**src/design/rasc_pkg.sv**
```systemverilog
package rasc_pkg;

    // operation codes carried in the input transaction
    localparam logic [2:0] CMD_ADD  = 3'd0;
    localparam logic [2:0] CMD_SUB  = 3'd1;
    localparam logic [2:0] CMD_ADDI = 3'd2;
    localparam logic [2:0] CMD_CMP  = 3'd3;
    localparam logic [2:0] CMD_PASS = 3'd4;

    localparam int CMD_W    = 3;
    localparam int RES_W    = 33;
    localparam int OUT_BITS = 4 * RES_W + 1;
    localparam int OUT_TW   = ((OUT_BITS + 7) / 8) * 8;

    typedef logic signed [RES_W-1:0] t_res;

    typedef struct packed {
        logic start;
        t_res x;
        t_res y;
    } t_div_req;

    typedef struct packed {
        logic done;
        t_res q;
        t_res r;
    } t_div_rsp;

endpackage

```
**src/design/rasc_mul.sv**
```systemverilog
module rasc_mul #(
    parameter int W = 16
) (
    input  logic                  i_clk,
    input  logic signed [W-1:0]   i_a,
    input  logic signed [W-1:0]   i_b,
    output logic signed [2*W-1:0] o_p
);

    logic signed [2*W-1:0] r_p;

    // full-width signed product, one result a cycle
    always_ff @(posedge i_clk) begin
        r_p <= (2*W)'(i_a) * (2*W)'(i_b);
    end

    assign o_p = r_p;

endmodule

```
**src/design/rasc_div.sv**
```systemverilog
module rasc_div (
    input  logic               i_clk,
    input  logic               i_rst_n,
    input  rasc_pkg::t_div_req i_req,
    output rasc_pkg::t_div_rsp o_rsp
);
    import rasc_pkg::*;

    localparam int CNT_W = $clog2(RES_W + 1);

    logic                r_busy;
    logic                r_done;
    logic [CNT_W-1:0]    r_cnt;
    logic [RES_W-1:0]    r_rem;
    logic [RES_W-1:0]    r_quo;
    logic [RES_W-1:0]    r_dmag;
    logic                r_qneg;
    logic                r_rneg;

    logic [RES_W:0]      rem_sh;
    logic [RES_W+1:0]    diff;
    logic                ge;
    logic [RES_W-1:0]    x_mag;
    logic [RES_W-1:0]    y_mag;

    // magnitudes as unsigned, -2^32 maps onto 2^32
    assign x_mag = i_req.x[RES_W-1] ? RES_W'(~i_req.x + RES_W'(1)) : i_req.x;
    assign y_mag = i_req.y[RES_W-1] ? RES_W'(~i_req.y + RES_W'(1)) : i_req.y;

    // restoring step: one quotient bit a cycle, MSB first
    assign rem_sh = {r_rem, r_quo[RES_W-1]};
    assign diff   = {1'b0, rem_sh} - {2'b00, r_dmag};
    assign ge     = !diff[RES_W+1];

    always_ff @(posedge i_clk) begin
        if (!i_rst_n) begin
            r_busy <= 1'b0;
            r_done <= 1'b0;
            r_cnt  <= '0;
        end else begin
            // done pulses for one cycle after the last quotient bit
            r_done <= !i_req.start && r_busy && (r_cnt == CNT_W'(1));
            if (i_req.start) begin
                r_busy <= 1'b1;
                r_cnt  <= CNT_W'(RES_W);
            end else if (r_busy) begin
                r_cnt <= r_cnt - CNT_W'(1);
                if (r_cnt == CNT_W'(1)) begin
                    r_busy <= 1'b0;
                end
            end
        end
    end

    always_ff @(posedge i_clk) begin
        if (i_req.start) begin
            r_rem  <= '0;
            r_quo  <= x_mag;
            r_dmag <= y_mag;
            r_qneg <= i_req.x[RES_W-1] ^ i_req.y[RES_W-1];
            r_rneg <= i_req.x[RES_W-1];
        end else if (r_busy) begin
            r_rem <= ge ? diff[RES_W-1:0] : rem_sh[RES_W-1:0];
            r_quo <= {r_quo[RES_W-2:0], ge};
        end
    end

    // truncating signs: quotient by xor, remainder follows the dividend
    assign o_rsp.done = r_done;
    assign o_rsp.q    = r_qneg ? RES_W'(~r_quo + RES_W'(1)) : r_quo;
    assign o_rsp.r    = r_rneg ? RES_W'(~r_rem + RES_W'(1)) : r_rem;

    a_done_idle: assert property (@(posedge i_clk) disable iff (!i_rst_n)
        r_done |-> !r_busy)
        else $error("divider done while still iterating");

    a_start_free: assert property (@(posedge i_clk) disable iff (!i_rst_n)
        i_req.start |-> (!r_busy && !r_done))
        else $error("divider restarted before result was taken");

    a_nonzero_div: assert property (@(posedge i_clk) disable iff (!i_rst_n)
        i_req.start |-> (i_req.y != '0))
        else $error("divider started with zero divisor");

endmodule

```
**src/design/rational_add_sub_compare_reduce.sv**
```systemverilog
// Channel  Dir  tdata fields, lowest bit up                     Width
// s_axis   in   cmd[3], a_num, a_den, b_num, b_den [W each]     3+4W padded to bytes
// m_axis   out  raw_num, raw_den, red_num, red_den [33 each],   136
//               equal[1], zero pad
//
// One transaction at a time: the raw pair is formed on the shared multiplier (states M0,
// M1, M2, RAW), then the shared divider runs one pass per Euclid step (k steps, k is
// 1..~47) plus two for the final quotients; each pass is started in one state (GCD, QN,
// QD) and its result awaited in the next (GWAIT, QNW, QDW).
// Synchronous active-low reset idles the sequencer and empties the output register.
// The input is taken again as soon as the sequencer idles, even if a result still
// waits in the output register; a stalled output holds the sequencer in its last state.
module rational_add_sub_compare_reduce #(
    parameter int OPERAND_WIDTH = 16
) (
    input  logic i_clk,
    input  logic i_rst_n,
    input  logic i_s_axis_tvalid,
    output logic o_s_axis_tready,
    // cmd, a_num, a_den, b_num, b_den from bit 0 up, zero padded
    input  logic [((rasc_pkg::CMD_W + 4*OPERAND_WIDTH + 7) / 8) * 8 - 1:0] i_s_axis_tdata,
    output logic o_m_axis_tvalid,
    input  logic i_m_axis_tready,
    // raw_num, raw_den, red_num, red_den, equal from bit 0 up, zero padded
    output logic [rasc_pkg::OUT_TW-1:0] o_m_axis_tdata
);
    import rasc_pkg::*;

    localparam int W  = OPERAND_WIDTH;
    localparam int PW = 2 * W;
    localparam int XW = (PW > RES_W) ? PW : RES_W;

    localparam logic [3:0] S_IDLE  = 4'd0;
    localparam logic [3:0] S_M0    = 4'd1;
    localparam logic [3:0] S_M1    = 4'd2;
    localparam logic [3:0] S_M2    = 4'd3;
    localparam logic [3:0] S_RAW   = 4'd4;
    localparam logic [3:0] S_GCD   = 4'd5;
    localparam logic [3:0] S_GWAIT = 4'd6;
    localparam logic [3:0] S_QN    = 4'd7;
    localparam logic [3:0] S_QNW   = 4'd8;
    localparam logic [3:0] S_QD    = 4'd9;
    localparam logic [3:0] S_QDW   = 4'd10;
    localparam logic [3:0] S_FIN   = 4'd11;

    logic [3:0]           r_state;
    logic [3:0]           n_state;

    // captured operands, zero denominators already replaced by one
    logic [CMD_W-1:0]     r_cmd;
    logic signed [W-1:0]  r_an;
    logic signed [W-1:0]  r_ad;
    logic signed [W-1:0]  r_bn;
    logic signed [W-1:0]  r_bd;

    logic signed [PW-1:0] r_p;      // a_num * b_den
    logic signed [PW-1:0] r_q;      // b_num * a_den
    t_res                 r_rn;
    t_res                 r_rd;
    logic                 r_eq;
    t_res                 r_gx;
    t_res                 r_gy;
    t_res                 r_g;
    t_res                 r_qn;
    t_res                 r_qd;

    logic                 r_ovalid;
    logic [OUT_TW-1:0]    r_odata;

    logic                 in_acc;
    logic                 out_acc;
    logic                 out_load;

    logic [CMD_W-1:0]     cmd_in;
    logic signed [W-1:0]  a_num_in;
    logic signed [W-1:0]  a_den_in;
    logic signed [W-1:0]  b_num_in;
    logic signed [W-1:0]  b_den_in;

    logic signed [W-1:0]  mul_a;
    logic signed [W-1:0]  mul_b;
    logic signed [PW-1:0] mul_p;

    logic signed [XW-1:0] p_x;
    logic signed [XW-1:0] q_x;
    logic signed [XW-1:0] d_x;
    t_res                 p33;
    t_res                 q33;
    t_res                 d33;
    t_res                 an33;
    t_res                 ad33;
    t_res                 raw_rn;
    t_res                 raw_rd;
    logic                 raw_eq;

    t_div_req             div_req;
    t_div_rsp             div_rsp;

    // ---------------- input side
    assign o_s_axis_tready = (r_state == S_IDLE);
    assign in_acc          = i_s_axis_tvalid && o_s_axis_tready;

    assign cmd_in   = i_s_axis_tdata[CMD_W-1:0];
    assign a_num_in = i_s_axis_tdata[CMD_W       +: W];
    assign a_den_in = i_s_axis_tdata[CMD_W + W   +: W];
    assign b_num_in = i_s_axis_tdata[CMD_W + 2*W +: W];
    assign b_den_in = i_s_axis_tdata[CMD_W + 3*W +: W];

    // ---------------- shared multiplier: an*bd, bn*ad, ad*bd on successive cycles
    always_comb begin
        unique case (r_state)
            S_M0: begin
                mul_a = r_an;
                mul_b = r_bd;
            end
            S_M1: begin
                mul_a = r_bn;
                mul_b = r_ad;
            end
            default: begin
                mul_a = r_ad;
                mul_b = r_bd;
            end
        endcase
    end

    rasc_mul #(
        .W (W)
    ) u_mul (
        .i_clk (i_clk),
        .i_a   (mul_a),
        .i_b   (mul_b),
        .o_p   (mul_p)
    );

    // ---------------- raw pair, everything wraps to 33 bits
    assign p_x  = XW'(r_p);
    assign q_x  = XW'(r_q);
    assign d_x  = XW'(mul_p);
    assign p33  = p_x[RES_W-1:0];
    assign q33  = q_x[RES_W-1:0];
    assign d33  = d_x[RES_W-1:0];
    assign an33 = RES_W'(r_an);
    assign ad33 = RES_W'(r_ad);

    always_comb begin
        raw_eq = 1'b0;
        unique case (r_cmd)
            CMD_ADD: begin
                raw_rn = p33 + q33;
                raw_rd = d33;
            end
            CMD_SUB: begin
                raw_rn = p33 - q33;
                raw_rd = d33;
            end
            CMD_ADDI: begin
                raw_rn = an33 + q33;
                raw_rd = ad33;
            end
            default: begin
                // compare, pass and the unused codes return a unchanged
                raw_rn = an33;
                raw_rd = ad33;
                raw_eq = (r_cmd == CMD_CMP) && (r_p == r_q);
            end
        endcase
    end

    // ---------------- shared divider: Euclid remainders, then the two quotients
    always_comb begin
        div_req.start = 1'b0;
        div_req.x     = r_gx;
        div_req.y     = r_gy;
        unique case (r_state)
            S_GCD: begin
                div_req.start = (r_gy != '0);
            end
            S_QN: begin
                div_req.start = 1'b1;
                div_req.x     = r_rn;
                div_req.y     = r_g;
            end
            S_QD: begin
                div_req.start = 1'b1;
                div_req.x     = r_rd;
                div_req.y     = r_g;
            end
            default: begin
                div_req.start = 1'b0;
            end
        endcase
    end

    rasc_div u_div (
        .i_clk   (i_clk),
        .i_rst_n (i_rst_n),
        .i_req   (div_req),
        .o_rsp   (div_rsp)
    );

    // ---------------- sequencer
    assign out_acc  = r_ovalid && i_m_axis_tready;
    assign out_load = (r_state == S_FIN) && (!r_ovalid || i_m_axis_tready);

    always_comb begin
        n_state = r_state;
        unique case (r_state)
            S_IDLE:  if (in_acc) n_state = S_M0;
            S_M0:    n_state = S_M1;
            S_M1:    n_state = S_M2;
            S_M2:    n_state = S_RAW;
            S_RAW:   n_state = S_GCD;
            S_GCD:   n_state = (r_gy == '0) ? S_QN : S_GWAIT;
            S_GWAIT: if (div_rsp.done) n_state = S_GCD;
            S_QN:    n_state = S_QNW;
            S_QNW:   if (div_rsp.done) n_state = S_QD;
            S_QD:    n_state = S_QDW;
            S_QDW:   if (div_rsp.done) n_state = S_FIN;
            S_FIN:   if (out_load) n_state = S_IDLE;
            default: n_state = S_IDLE;
        endcase
    end

    always_ff @(posedge i_clk) begin
        if (!i_rst_n) begin
            r_state  <= S_IDLE;
            r_ovalid <= 1'b0;
        end else begin
            r_state  <= n_state;
            // a new load wins over the transaction leaving in the same cycle
            r_ovalid <= out_load || (r_ovalid && !out_acc);
        end
    end

    always_ff @(posedge i_clk) begin
        if (in_acc) begin
            r_cmd <= cmd_in;
            r_an  <= a_num_in;
            r_ad  <= (a_den_in == '0) ? W'(1) : a_den_in;
            r_bn  <= b_num_in;
            r_bd  <= (b_den_in == '0) ? W'(1) : b_den_in;
        end
        if (r_state == S_M1) begin
            r_p <= mul_p;
        end
        if (r_state == S_M2) begin
            r_q <= mul_p;
        end
        if (r_state == S_RAW) begin
            r_rn <= raw_rn;
            r_rd <= raw_rd;
            r_eq <= raw_eq;
            r_gx <= raw_rn;
            r_gy <= raw_rd;
        end
        if (r_state == S_GCD && r_gy == '0) begin
            // both raw parts zero only after a wrap: take one
            r_g <= (r_gx == '0) ? RES_W'(1) : r_gx;
        end
        if (r_state == S_GWAIT && div_rsp.done) begin
            r_gx <= r_gy;
            r_gy <= div_rsp.r;
        end
        if (r_state == S_QNW && div_rsp.done) begin
            r_qn <= div_rsp.q;
        end
        if (r_state == S_QDW && div_rsp.done) begin
            r_qd <= div_rsp.q;
        end
        if (out_load) begin
            r_odata <= OUT_TW'({r_eq, r_qd, r_qn, r_rd, r_rn});
        end
    end

    assign o_m_axis_tvalid = r_ovalid;
    assign o_m_axis_tdata  = r_odata;

    a_done_waits: assert property (@(posedge i_clk) disable iff (!i_rst_n)
        div_rsp.done |-> (r_state == S_GWAIT || r_state == S_QNW || r_state == S_QDW))
        else $error("divider result with no pass outstanding");

    a_gcd_nonzero: assert property (@(posedge i_clk) disable iff (!i_rst_n)
        (r_state == S_QN) |-> (r_g != '0))
        else $error("reduction by zero gcd");

    a_exact_num: assert property (@(posedge i_clk) disable iff (!i_rst_n)
        (r_state == S_QNW && div_rsp.done) |-> (div_rsp.r == '0))
        else $error("gcd does not divide the raw numerator");

endmodule
```
**config.mk**
```make
export PLATFORM = sky130hd
export DESIGN_NAME = rational_add_sub_compare_reduce
export DESIGN_NICKNAME = d
export VERILOG_FILES = /design/src/design/rasc_pkg.sv /design/src/design/rasc_mul.sv /design/src/design/rasc_div.sv /design/src/design/rational_add_sub_compare_reduce.sv
export SDC_FILE = /design/constraint.sdc
export NUM_CORES = 2
export LEC_CHECK = 0
export BUFFER_PORTS_ARGS = -buffer_cell sky130_fd_sc_hd__buf_2
export CAP_MARGIN = 5
export CORE_AREA = 2 2 260 262
export DETAILED_ROUTE_END_ITERATION = 10
export DIE_AREA = 0 0 262 264
export PLACE_DENSITY = 0.81
export SLEW_MARGIN = 20
export SYNTH_ARGS = -nofsm -noshare
export SYNTH_HDL_FRONTEND = slang
export SYNTH_SLANG_ARGS = --single-unit
```
**constraint.sdc**
```tcl
create_clock -name i_clk -period 12.07 [get_ports i_clk]
set_clock_uncertainty 0.1 [all_clocks]
set_input_delay 1.207 -clock i_clk [delete_from_list [all_inputs] [get_ports i_clk]]
set_output_delay 1.207 -clock i_clk [all_outputs]
set_load 0.1 [all_outputs]
```
==> metrics.txt <==
status=finished clean; Crit. End Element=flop; Synth async-reset ratio=0%; gate count of the mapped netlist=3,765; RSZ-0062 raised after global routing=no; Crit-path slowest cell=dfxtp_1; Synth Area in Adders=18.4%; Top FF cell, synth=edfxtp_1; Vias per Instance=6.06; max incr delay on CP=0.76 ns; actual slew at the worst max-slew pin=1.10 ns; most common cell after layout, fill and taps aside=edfxtp_1; Starting Density=62.1%; Final Hold Viols=0; # DRC=0; pin count of the biggest net entering global routing=97; initial antenna violation count=0; post-synth top area cell=edfxtp_1; DR WL/cell=21.9 um; synthesized cell area=0.0413 sq mm; max-capacitance violation count=0; Post-Synth XOR/XNOR Area=5.21%; synth top area cells=edfxtp_1 (41%), fa_1 (13%), ha_1 (5.6%); number of gates resized after cts=0; post-route ant nets=0; layout cell share with drive strength beyond 1=12.5%; via count=29,100; setup bufs post-CTS=0; final net count=4,407; fin crit share=81.4%; GP Congestion=0.995; CTS tree=done; largest family of logic cells by synthesized area=adder cells; # setup viols final=0; Distinct cells, synth=87; Synth top area share=40.8%; multi-input combinational cell area=0.0205 sq mm; crit path DAT=10.25 ns; Filler cells=4,853; simple-gate share of the synthesized area=9.84%; WS Path Type=flop to flop; sequential fraction of the synthesis area=44.6%; first-pass GRT wire length=162,000 um; Required @ worst endpoint=12.50 ns; CTS root buf=clkbuf_16; Placed Cells=4,685; CTS HTree Levels=3; Post-synth EDFFs=562; total track usage=30.8%; post-synthesis mux area share=4.44%; Pre-Repair DR Iteration Count=10; TNS Setup=0 ns; Max clock buf depth=3; # IOs=214; FF+latch count, synth=640; Finished Layout Cells=4,806; Clk Latency, worst-skew pair=0.63 ns; fmax=102 MHz; Avg Cell Area, Syn=11.0 sq um; Die X=262 um; IO buf count=205; CTS clk-pin slew, worst paths=0.06 ns; Die Ht=264 um; YS warnings=0; Post-CTS Hold Buffers=0; Clock Sinks=640; 1st-iter DRT viols=2,804; Hold WC Path Type=flop to flop; gr ovfl total=0; post-synthesis compound-gate area fraction=11.4%; total core area=0.0666 sq mm; synthesis-to-finish area growth=9.58%; post-layout minimum cycle time=9.82 ns; crit path max fanout=43; Pins Over Slew Limit=0; Finished Cell Area=0.0453 sq mm; Post-DP HPWL=81,200 um; number of global-route vias before repair=29,300; crit start category=flop; standard-cell rows=95; Slew Limit Headroom=24.6%; full die area=0.0692 sq mm; Cell Area, Placed=0.0430 sq mm; CTS buffer count=66; FF+latch area=0.0184 sq mm; most frequent cells in the layout=edfxtp_1 (562), inv_1 (446), nand2_1 (329); Detailed Route WL=105,000 um
final cells by class:
type	count	area share (%)
Sequential cell	640	40.7
Inverter	447	3.71
Clock buffer	88	3.94
Multi-Input combinational cell	2476	45.2
Tap cell	873	2.41
Clock inverter	31	0.995
Timing Repair Buffer	250	3.01
Antenna cell	1	0.00553
routing by layer:
| layer | global-route usage [%] | share of wire (%) | vias to the layer above |
|---|---|---|---|
| met3 | 6.70 | 9.2 | 233 |
| met5 | 0 | 0 | - |
| met1 | 38.8 | 38 | 14300 |
| met4 | 12.0 | 4.0 | 0 |
| met2 | 51.7 | 49 | 1337 |
| li1 | - | - | 13300 |
sequential cells by signal (all words and copies together), names as in the netlist, 16 cells and up:
signal / count
r_rd: 32
r_qd: 33
u_div.r_rem: 33
r_g: 33
r_qn: 33
r_gx: 33
u_div.r_dmag: 33
r_bn: 16
u_div.r_quo: 33
u_mul.o_p: 32
r_q: 32
r_p: 32
r_rn: 33
r_bd: 16
o_m_axis_tdata: 132
r_gy: 33
r_ad: 16
r_an: 16
Yosys cell counts, types with 36 or more instances:
master	count
xnor2_1	177
nor3_1	50
nand3_1	38
mux2i_1	73
o21ai_0	169
a31oi_1	36
fa_1	265
nand2_1	330
clkbuf_1	166
ha_1	185
mux2_2	98
a21o_1	86
xor2_1	69
inv_1	446
edfxtp_1	562
a21oi_1	171
dfxtp_1	78
nor2_1	264
per-stage QoR:
step	setup WS (ns)	hold slack, ns	util [%]
4_1_cts	2.39	0.309	68.0
6_report	2.25	0.309	68.0
3_5_place_dp	2.44	0.305	64.7
2_1_floorplan	1.64	0.300	-
5_1_grt	1.59	0.319	68.0
3_3_place_gp	2.70	0.302	64.7
kinds of logic after synthesis:
kind of cell / after synthesis
and+or+nand+nor: 888
AOI/OAI and AO/OA: 718
buffers and inverters: 651
DFF: 640
adders and majority gates: 450
xor gates and xnor gates: 246
muxes: 171
other: 1
worst max-delay path: cells and delay by family (launching register included):
kind	cells	cell delay, ns
xor gates and xnor gates	1	0.13
AOI/OAI and AO/OA	8	2.19
buffers and inverters	8	1.59
adders and majority gates	7	3.35
and+or+nand+nor	5	1.58
DFF	1	0.76
worst paths after layout:
path	start	to	slack [ns]	cells after the start
hold / removal	r_qd[9]$_DFFE_PP_	o_m_axis_tdata[108]$_DFFE_PP_	0.31	0
setup / recovery	r_state[1]$_SDFFE_PN0P_	u_mul.o_p[31]$_DFF_P_	2.25	29
hold reg to reg	r_qd[9]$_DFFE_PP_	o_m_axis_tdata[108]$_DFFE_PP_	0.31	0
setup reg to reg	r_state[1]$_SDFFE_PN0P_	u_mul.o_p[31]$_DFF_P_	2.25	29
Power is not shown: default switching activity piles up to over one toggle a cycle in this logic, so the estimate is an artifact.
